<file path="src/hw/rtl/sbsh_pkg.sv">
// shared types, constants and round functions of the sha-256 byte stream hasher
// used by sbsh_ctrl, sbsh_dp and the top level; no dependencies
`default_nettype none

package sbsh_pkg;

    localparam int NumRounds  = 64;
    localparam int NumWords   = 8;
    localparam int BlockBytes = 64;
    localparam int LenStart   = 56;

    localparam logic [5:0] RoundLast = 6'(NumRounds - 1);
    localparam logic [5:0] FillLast  = 6'(BlockBytes - 1);
    localparam logic [5:0] FillLen   = 6'(LenStart);
    localparam logic [2:0] WordLast  = 3'(NumWords - 1);
    localparam logic [7:0] PadFirst  = 8'h80;

    localparam logic [31:0] InitHash [NumWords] = '{
        32'h6a09e667, 32'hbb67ae85, 32'h3c6ef372, 32'ha54ff53a,
        32'h510e527f, 32'h9b05688c, 32'h1f83d9ab, 32'h5be0cd19
    };

    localparam logic [31:0] RoundK [NumRounds] = '{
        32'h428a2f98, 32'h71374491, 32'hb5c0fbcf, 32'he9b5dba5,
        32'h3956c25b, 32'h59f111f1, 32'h923f82a4, 32'hab1c5ed5,
        32'hd807aa98, 32'h12835b01, 32'h243185be, 32'h550c7dc3,
        32'h72be5d74, 32'h80deb1fe, 32'h9bdc06a7, 32'hc19bf174,
        32'he49b69c1, 32'hefbe4786, 32'h0fc19dc6, 32'h240ca1cc,
        32'h2de92c6f, 32'h4a7484aa, 32'h5cb0a9dc, 32'h76f988da,
        32'h983e5152, 32'ha831c66d, 32'hb00327c8, 32'hbf597fc7,
        32'hc6e00bf3, 32'hd5a79147, 32'h06ca6351, 32'h14292967,
        32'h27b70a85, 32'h2e1b2138, 32'h4d2c6dfc, 32'h53380d13,
        32'h650a7354, 32'h766a0abb, 32'h81c2c92e, 32'h92722c85,
        32'ha2bfe8a1, 32'ha81a664b, 32'hc24b8b70, 32'hc76c51a3,
        32'hd192e819, 32'hd6990624, 32'hf40e3585, 32'h106aa070,
        32'h19a4c116, 32'h1e376c08, 32'h2748774c, 32'h34b0bcb5,
        32'h391c0cb3, 32'h4ed8aa4a, 32'h5b9cca4f, 32'h682e6ff3,
        32'h748f82ee, 32'h78a5636f, 32'h84c87814, 32'h8cc70208,
        32'h90befffa, 32'ha4506ceb, 32'hbef9a3f7, 32'hc67178f2
    };

    typedef enum logic [3:0] {
        ST_IDLE  = 4'b0001,
        ST_PAD   = 4'b0010,
        ST_ROUND = 4'b0100,
        ST_FOLD  = 4'b1000
    } t_state;

    typedef struct packed {
        logic       absorb;
        logic       pad;
        logic       load;
        logic       round;
        logic [5:0] rnd_idx;
        logic       fold;
        logic       last_blk;
    } t_cmd;

    typedef struct packed {
        logic fill_last;
        logic len_ok;
        logic out_busy;
    } t_stat;

    function automatic logic [31:0] bsig0(input logic [31:0] x);
        return {x[1:0], x[31:2]} ^ {x[12:0], x[31:13]} ^ {x[21:0], x[31:22]};
    endfunction

    function automatic logic [31:0] bsig1(input logic [31:0] x);
        return {x[5:0], x[31:6]} ^ {x[10:0], x[31:11]} ^ {x[24:0], x[31:25]};
    endfunction

    function automatic logic [31:0] ssig0(input logic [31:0] x);
        return {x[6:0], x[31:7]} ^ {x[17:0], x[31:18]} ^ {3'b000, x[31:3]};
    endfunction

    function automatic logic [31:0] ssig1(input logic [31:0] x);
        return {x[16:0], x[31:17]} ^ {x[18:0], x[31:19]} ^ {10'b0, x[31:10]};
    endfunction

    function automatic logic [31:0] choose(input logic [31:0] e, input logic [31:0] f,
                                           input logic [31:0] g);
        return (e & f) ^ (~e & g);
    endfunction

    function automatic logic [31:0] major(input logic [31:0] a, input logic [31:0] b,
                                          input logic [31:0] c);
        return (a & b) ^ (a & c) ^ (b & c);
    endfunction

endpackage

`default_nettype wire

</file>
<file path="src/hw/rtl/sbsh_dp.sv">
// datapath: message window, working variables, hash state, padding and digest buffer
// depends on sbsh_pkg; driven by sbsh_ctrl commands
`default_nettype none

module sbsh_dp (
    input  wire logic           i_clk,
    input  wire logic           i_rst_n,
    input  wire sbsh_pkg::t_cmd i_cmd,
    input  wire logic [7:0]     i_byte,
    output sbsh_pkg::t_stat     o_stat,
    input  wire logic           i_out_ready,
    output logic                o_out_valid,
    output logic [31:0]         o_out_word,
    output logic [2:0]          o_out_index,
    output logic                o_out_last
);
    import sbsh_pkg::*;

    logic [511:0] r_win;
    logic [31:0]  r_wk   [NumWords];
    logic [31:0]  r_hash [NumWords];
    logic [31:0]  r_obuf [NumWords];
    logic [5:0]   r_fill;
    logic [63:0]  r_bits;
    logic         r_first;
    logic         r_len_ok;
    logic [2:0]   r_ocnt;
    logic         r_ovalid;

    logic [7:0]  pad_byte;
    logic [7:0]  in_byte;
    logic        shift_en;
    logic        len_byte;
    logic [31:0] w0, w1, w9, w14;
    logic [31:0] w_new;
    logic [31:0] t1, t2;
    logic [31:0] sum [NumWords];

    assign w0  = r_win[511:480];
    assign w1  = r_win[479:448];
    assign w9  = r_win[223:192];
    assign w14 = r_win[63:32];

    assign len_byte = r_len_ok && (r_fill >= FillLen);
    assign shift_en = i_cmd.absorb || i_cmd.pad;

    always_comb begin
        if (r_first) begin
            pad_byte = PadFirst;
        end else if (len_byte) begin
            pad_byte = r_bits[63:56];
        end else begin
            pad_byte = 8'h00;
        end
        in_byte = i_cmd.absorb ? i_byte : pad_byte;
    end

    assign w_new = ssig1(w14) + w9 + ssig0(w1) + w0;
    assign t1 = r_wk[7] + bsig1(r_wk[4]) + choose(r_wk[4], r_wk[5], r_wk[6])
              + RoundK[i_cmd.rnd_idx] + w0;
    assign t2 = bsig0(r_wk[0]) + major(r_wk[0], r_wk[1], r_wk[2]);

    always_comb begin
        for (int i = 0; i < NumWords; i++) begin
            sum[i] = r_hash[i] + r_wk[i];
        end
    end

    // window and working variables
    always_ff @(posedge i_clk) begin
        if (shift_en) begin
            r_win <= {r_win[503:0], in_byte};
        end else if (i_cmd.round) begin
            r_win <= {r_win[479:0], w_new};
        end
        if (i_cmd.load) begin
            r_wk <= r_hash;
        end else if (i_cmd.round) begin
            r_wk[0] <= t1 + t2;
            r_wk[1] <= r_wk[0];
            r_wk[2] <= r_wk[1];
            r_wk[3] <= r_wk[2];
            r_wk[4] <= r_wk[3] + t1;
            r_wk[5] <= r_wk[4];
            r_wk[6] <= r_wk[5];
            r_wk[7] <= r_wk[6];
        end
        if (i_cmd.fold && i_cmd.last_blk) begin
            r_obuf <= sum;
        end
    end

    // hash state, fill and length tracking
    always_ff @(posedge i_clk) begin
        if (!i_rst_n) begin
            r_hash   <= InitHash;
            r_fill   <= '0;
            r_bits   <= '0;
            r_first  <= 1'b1;
            r_len_ok <= 1'b0;
        end else begin
            if (shift_en) begin
                r_fill <= r_fill + 6'd1;
            end
            if (i_cmd.absorb) begin
                r_bits <= r_bits + 64'd8;
            end else if (i_cmd.pad) begin
                r_first <= 1'b0;
                if (r_fill < FillLen) begin
                    r_len_ok <= 1'b1;
                end
                if (len_byte) begin
                    r_bits <= {r_bits[55:0], 8'h00};
                end
            end
            if (i_cmd.fold) begin
                if (i_cmd.last_blk) begin
                    r_hash   <= InitHash;
                    r_bits   <= '0;
                    r_first  <= 1'b1;
                    r_len_ok <= 1'b0;
                end else begin
                    r_hash <= sum;
                end
            end
        end
    end

    // digest output buffer
    always_ff @(posedge i_clk) begin
        if (!i_rst_n) begin
            r_ovalid <= 1'b0;
            r_ocnt   <= '0;
        end else if (i_cmd.fold && i_cmd.last_blk) begin
            r_ovalid <= 1'b1;
            r_ocnt   <= '0;
        end else if (r_ovalid && i_out_ready) begin
            r_ocnt <= r_ocnt + 3'd1;
            if (r_ocnt == WordLast) begin
                r_ovalid <= 1'b0;
            end
        end
    end

    assign o_out_valid = r_ovalid;
    assign o_out_word  = r_obuf[r_ocnt];
    assign o_out_index = r_ocnt;
    assign o_out_last  = (r_ocnt == WordLast);

    assign o_stat.fill_last = (r_fill == FillLast);
    assign o_stat.len_ok    = r_len_ok;
    assign o_stat.out_busy  = r_ovalid;

endmodule

`default_nettype wire

</file>
<file path="src/hw/rtl/sbsh_ctrl.sv">
// controller: sequences absorb, padding, rounds and fold of the hasher
// depends on sbsh_pkg; commands sbsh_dp
`default_nettype none

module sbsh_ctrl (
    input  wire logic            i_clk,
    input  wire logic            i_rst_n,
    input  wire logic            i_valid,
    input  wire logic            i_present,
    input  wire logic            i_finish,
    output logic                 o_ready,
    input  wire sbsh_pkg::t_stat i_stat,
    output sbsh_pkg::t_cmd       o_cmd
);
    import sbsh_pkg::*;

    t_state     r_state, n_state;
    logic [5:0] r_rnd, n_rnd;
    logic       r_fin, n_fin;
    logic       r_pad, n_pad;
    logic       req;

    assign o_ready = i_rst_n && (r_state == ST_IDLE);
    assign req     = i_valid && o_ready;

    always_comb begin
        n_state = r_state;
        n_rnd   = r_rnd;
        n_fin   = r_fin;
        n_pad   = r_pad;
        o_cmd   = '0;
        o_cmd.rnd_idx = r_rnd;
        case (r_state)
            ST_IDLE: begin
                if (req) begin
                    o_cmd.absorb = i_present;
                    if (i_present && i_stat.fill_last) begin
                        o_cmd.load = 1'b1;
                        n_rnd      = '0;
                        n_fin      = i_finish;
                        n_state    = ST_ROUND;
                    end else if (i_finish) begin
                        n_pad   = 1'b1;
                        n_state = ST_PAD;
                    end
                end
            end
            ST_PAD: begin
                o_cmd.pad = 1'b1;
                if (i_stat.fill_last) begin
                    o_cmd.load = 1'b1;
                    n_rnd      = '0;
                    n_state    = ST_ROUND;
                end
            end
            ST_ROUND: begin
                o_cmd.round = 1'b1;
                n_rnd       = r_rnd + 6'd1;
                if (r_rnd == RoundLast) begin
                    n_state = ST_FOLD;
                end
            end
            ST_FOLD: begin
                if (r_pad && i_stat.len_ok) begin
                    // last block of the message waits for the digest buffer
                    if (!i_stat.out_busy) begin
                        o_cmd.fold     = 1'b1;
                        o_cmd.last_blk = 1'b1;
                        n_pad          = 1'b0;
                        n_fin          = 1'b0;
                        n_state        = ST_IDLE;
                    end
                end else begin
                    o_cmd.fold = 1'b1;
                    if (r_pad || r_fin) begin
                        n_pad   = 1'b1;
                        n_fin   = 1'b0;
                        n_state = ST_PAD;
                    end else begin
                        n_state = ST_IDLE;
                    end
                end
            end
            default: begin
                n_state = ST_IDLE;
            end
        endcase
    end

    always_ff @(posedge i_clk) begin
        if (!i_rst_n) begin
            r_state <= ST_IDLE;
            r_rnd   <= '0;
            r_fin   <= 1'b0;
            r_pad   <= 1'b0;
        end else begin
            r_state <= n_state;
            r_rnd   <= n_rnd;
            r_fin   <= n_fin;
            r_pad   <= n_pad;
        end
    end

endmodule

`default_nettype wire

</file>
<file path="src/hw/rtl/sha256_byte_stream_hasher.sv">
// top level of the sha-256 byte stream hasher: controller plus datapath
// depends on sbsh_pkg, sbsh_ctrl and sbsh_dp
//
// channel   dir  tdata             tuser            tlast
// s_axis    in   [7:0] data_byte   [0] byte_present finish
// m_axis    out  [31:0] digest_word [2:0] word_index last_word
//
// requests are taken while idle; the 64th byte of a block starts the round
// loop of 64 rounds, one round a cycle, then one fold, input stalled; a
// finish shifts padding and length in one byte a cycle and compresses one
// or two blocks; digest words leave from their own buffer, so the next message
// is taken while they drain; a last block waits for that buffer
// reset is synchronous, active low, and leaves the initial hash state loaded
`default_nettype none

module sha256_byte_stream_hasher (
    input  wire logic        i_clk,
    input  wire logic        i_rst_n,
    input  wire logic        i_s_axis_tvalid,
    output logic             o_s_axis_tready,
    input  wire logic [7:0]  i_s_axis_tdata,   // data_byte
    input  wire logic [0:0]  i_s_axis_tuser,   // byte_present
    input  wire logic        i_s_axis_tlast,   // finish
    output logic             o_m_axis_tvalid,
    input  wire logic        i_m_axis_tready,
    output logic [31:0]      o_m_axis_tdata,   // digest_word
    output logic [2:0]       o_m_axis_tuser,   // word_index
    output logic             o_m_axis_tlast    // last_word
);
    import sbsh_pkg::*;

    t_cmd  cmd;
    t_stat stat;

    sbsh_ctrl u_ctrl (
        .i_clk     (i_clk),
        .i_rst_n   (i_rst_n),
        .i_valid   (i_s_axis_tvalid),
        .i_present (i_s_axis_tuser[0]),
        .i_finish  (i_s_axis_tlast),
        .o_ready   (o_s_axis_tready),
        .i_stat    (stat),
        .o_cmd     (cmd)
    );

    sbsh_dp u_dp (
        .i_clk       (i_clk),
        .i_rst_n     (i_rst_n),
        .i_cmd       (cmd),
        .i_byte      (i_s_axis_tdata),
        .o_stat      (stat),
        .i_out_ready (i_m_axis_tready),
        .o_out_valid (o_m_axis_tvalid),
        .o_out_word  (o_m_axis_tdata),
        .o_out_index (o_m_axis_tuser),
        .o_out_last  (o_m_axis_tlast)
    );

endmodule

`default_nettype wire

</file>
<file path="config.mk">
export PLATFORM = sky130hd
export DESIGN_NAME = sha256_byte_stream_hasher
export DESIGN_NICKNAME = d
export VERILOG_FILES = /design/src/hw/rtl/sbsh_pkg.sv /design/src/hw/rtl/sbsh_dp.sv /design/src/hw/rtl/sbsh_ctrl.sv /design/src/hw/rtl/sha256_byte_stream_hasher.sv
export SDC_FILE = /design/constraint.sdc
export NUM_CORES = 2
export LEC_CHECK = 0
export ABC_AREA = 1
export BUFFER_PORTS_ARGS = -buffer_cell sky130_fd_sc_hd__clkbuf_2
export CAP_MARGIN = 20
export CORE_UTILIZATION = 45
export CTS_CLUSTER_SIZE = 12
export DETAILED_ROUTE_END_ITERATION = 8
export HOLD_SLACK_MARGIN = 0.12
export PLACE_DENSITY = 0.64
export SETUP_SLACK_MARGIN = 0.02
export SYNTH_ARGS = -nofsm -noshare
export SYNTH_HDL_FRONTEND = slang
export SYNTH_SLANG_ARGS = --single-unit
export TNS_END_PERCENT = 50
</file>
<file path="constraint.sdc">
create_clock -name i_clk -period 14.8 [get_ports i_clk]
set_clock_uncertainty 0.2 [all_clocks]
set_input_delay 2.96 -clock i_clk [delete_from_list [all_inputs] [get_ports i_clk]]
set_output_delay 2.96 -clock i_clk [all_outputs]
set_load 0.05 [all_outputs]
</file>
==> summary.md <==
| Metric | Value |
|---|---|
| Status | complete, no violations |
| TritonCTS Buffers | 160 |
| Distinct cell type count after synthesis | 64 |
| Synth Register Bits | roughly 1400 |
| Vias | 80400 |
| CTS clk-pin slew, worst paths | roughly 60 ps |
| Slowest CP cell | dfxtp_1 |
| Final Setup Violations | 0 |
| CP max stage delay | roughly 700 ps |
| Largest net degree at the start of global routing | 223 |
| Number of global-route vias before repair | approximately 76000 |
| Synth top area share | between 30% and 40% |
| Synth cell count leaders | 3726 x nand2_1, 1052 x inv_1, 1024 x edfxtp_1 |
| Storage cell area | around 38000 um^2 |
| First-pass GRT wire length | 525 mm |
| Async set-reset flop share out of synthesis | 0% |
| Die Area | about 200000 um^2 |
| Synth Net Count | about 12000 |
| Row count | approximately 160 |
| Num Clock Sinks | between 1000 and 1500 |
| RSZ-0062 raised after global routing | false |
| Max frequency | ~0.10 GHz |
| DRC | 0 |
| Largest cells by area after synthesis | edfxtp_1 34%, nand2_1 16%, dfxtp_1 7.7% |
| Initial Utilization | 45.3% |
| Crit path top cell by count | inv_1 |
| Cell Area, Synth | around 90000 um^2 |
| Hold_buf cts | 0 |
| Detail Route Antenna Nets | 0 |
| Final Max Slew Viols | 0 |
| Total iterations of the first detailed-routing run | 7 |
| Layout cells sized above 1 | 3.78% |
| Congestion Overflow GR | 0 |
| Final hold vios | 0 |
| Ys Warns | 0 |
| Final #Nets | between 10000 and 15000 |
| Post-CTS Setup Repair Bufs | 0 |
| Setup_tns | 0 ps |
| Footprint of the multi-input gates | about 46000 um^2 |
| CTS tree | built |
| Fillers | 19400 |
| Drt initial violations | just over 9000 |
| Cell count after synthesis | between 10000 and 15000 |
| Die Ht | between 400 and 500 um |
| Top-count cell post-synth | nand2_1 |
| Dpl hpwl | between 200 and 300 mm |
| Fin crit share | between 60% and 70% |
| Worst setup SP type | flip-flop |
| Die width | 448 um |
| H-tree levels | 4 |
| CP Class | flip-flop to flip-flop |
| Seq/Total Area, Yosys | a little over two fifths |
| Clk Latency, worst-skew pair | 840 ps |
| DR vias/cell | between 5 and 6 |
| Least-Margin Pin Slew | around 1300 ps |
| CP Capture Type | flip-flop |
| Buffer levels on the longest clock path | 3 |
| Design area | roughly 97000 um^2 |
| Syn Area/Cell | between 7 and 8 um^2 |
| Gpl congestion | about 1.0 |
| Fin Hold WS | between 200 and 250 ps |
| HP Class | flip-flop to flip-flop |
| Resized cells post-CTS | 0 |
| Final Core Density | slightly below 50% |
| Rel. slew slack | 16.1% |
| Most common flop cell mapped by yosys | edfxtp_1 |
| MaxCap Viol Count | 0 |
| IO buf count | ~50 |
| Drt wl/cell | ~26 um |
| CP max FO | 15 |
| Initial antenna violation count | 13 |
| Final min period | 9870 ps |
| EDFF count, synth | roughly 1000 |
| GRT Total Usage | between 30% and 40% |
| IO Pins | 52 |
| Worst EP required | about 15000 ps |
| Routed wire length | 368 mm |
| Post-Place Cell Area | between 90000 and 100000 um^2 |
| Synth area leader | edfxtp_1 |
| Arrival @ worst endpoint | 10260 ps |
| Core Region | just under 200000 um^2 |
| Root Driver | clkbuf_16 |
| Synthesis-to-layout area growth | 8.57% |
-- cells in the final DEF (no fill, tap or decap), types with 13 or more instances in the layout --
cell type and count:
a211oi_1 21, a21boi_0 27, a21o_1 41, a21oi_1 728, a221o_1 21, a221oi_1 15
a31oi_1 84, and2_1 69, buf_4 56, bufinv_16 13, clkbuf_1 39, clkbuf_16 161
clkbuf_2 51, clkinv_1 20, clkinv_2 21, dfxtp_1 342, edfxtp_1 1024, fa_1 195
ha_1 396, inv_1 1048, maj3_1 24, mux2i_1 25, nand2_1 3724, nand3_1 433
nand3b_1 49, nand4_1 76, nor2_1 898, nor3_1 115, nor4_1 22, o211ai_1 29
o21a_1 29, o21ai_0 564, o21bai_1 70, o221ai_1 49, o22ai_1 61, or2_2 32
xnor2_1 186, xor2_1 335
-- registers in the layout, indices dropped and copies added, names as in the netlist --
register          flops
u_dp.r_len_ok         1
u_dp.o_out_index      3
u_dp.o_out_valid      1
u_dp.r_wk           256
u_dp.r_bits          64
u_dp.r_first          1
u_ctrl.r_rnd          6
u_dp.r_fill           6
u_ctrl.r_pad          1
u_ctrl.r_state        4
u_dp.r_obuf         256
u_dp.r_win          512
u_dp.r_hash         256
u_ctrl.r_fin          1
-- final timing paths --
path | start | to | slack [ps] | cells after the start
worst max-delay path | u_ctrl.r_rnd[1] | u_dp.r_wk[254] | 4930 | 38
worst min-delay path | u_dp.r_bits[1] | u_dp.r_bits[1] | 240 | 2
worst min register to register | u_dp.r_bits[1] | u_dp.r_bits[1] | 240 | 2
worst max register to register | u_ctrl.r_rnd[1] | u_dp.r_wk[254] | 4930 | 38
-- final cells by class --
class	instances	area share, %
Multi-Input combinational cell	8396	47.3
Sequential cell	1368	38.7
Clock buffer	210	4.43
Inverter	1063	4.14
Tap cell	2640	3.40
Clock inverter	84	1.09
Timing Repair Buffer	118	0.912
Antenna cell	4	0.0103
-- per-layer routing --
metal / wire [um] / up-vias / GRT usage [%]
li1: - / 36900 / -
met1: 151000 / 38700 / 48.7
met2: 159000 / 3955 / 54.2
met3: 33900 / 829 / 6.70
met4: 24000 / 4 / 20.4
met5: 20 / - / 0
-- per-stage QoR --
stage | setup WS (ps) | std cells
floorplan | 3680 | 11300
finish | 4930 | 13900
CTS | 5090 | 13900
detailed placement | 5160 | 13600
global placement | 5100 | 13600
global route | 4540 | 13900
-- cell families (layout without fill, tap and decap cells) --
logic type      count (synthesis)  after routing  share of synthesized area, %
simple gates                 5444           5444                          24.4
compound gates               1791           1791                          11.4
buf+inv                      1532           1475                          6.68
flops                        1368           1368                          42.0
fa+ha+maj                     615            615                          10.2
xor+xnor                      521            521                          5.09
mux                            25             25                         0.279
other cells                     0              4                             0
-- worst max-delay path: cells and delay by family (launching register included) --
kind            cells  cell delay, ps
buf+inv             7            1010
xor+xnor            1             400
simple gates       14            1930
compound gates      9            2300
flops               1             710
fa+ha+maj           7            3050
Power is left out: the tool's default activity adds up to more than one toggle a clock period on the data nets, which glitch-free logic cannot reach.
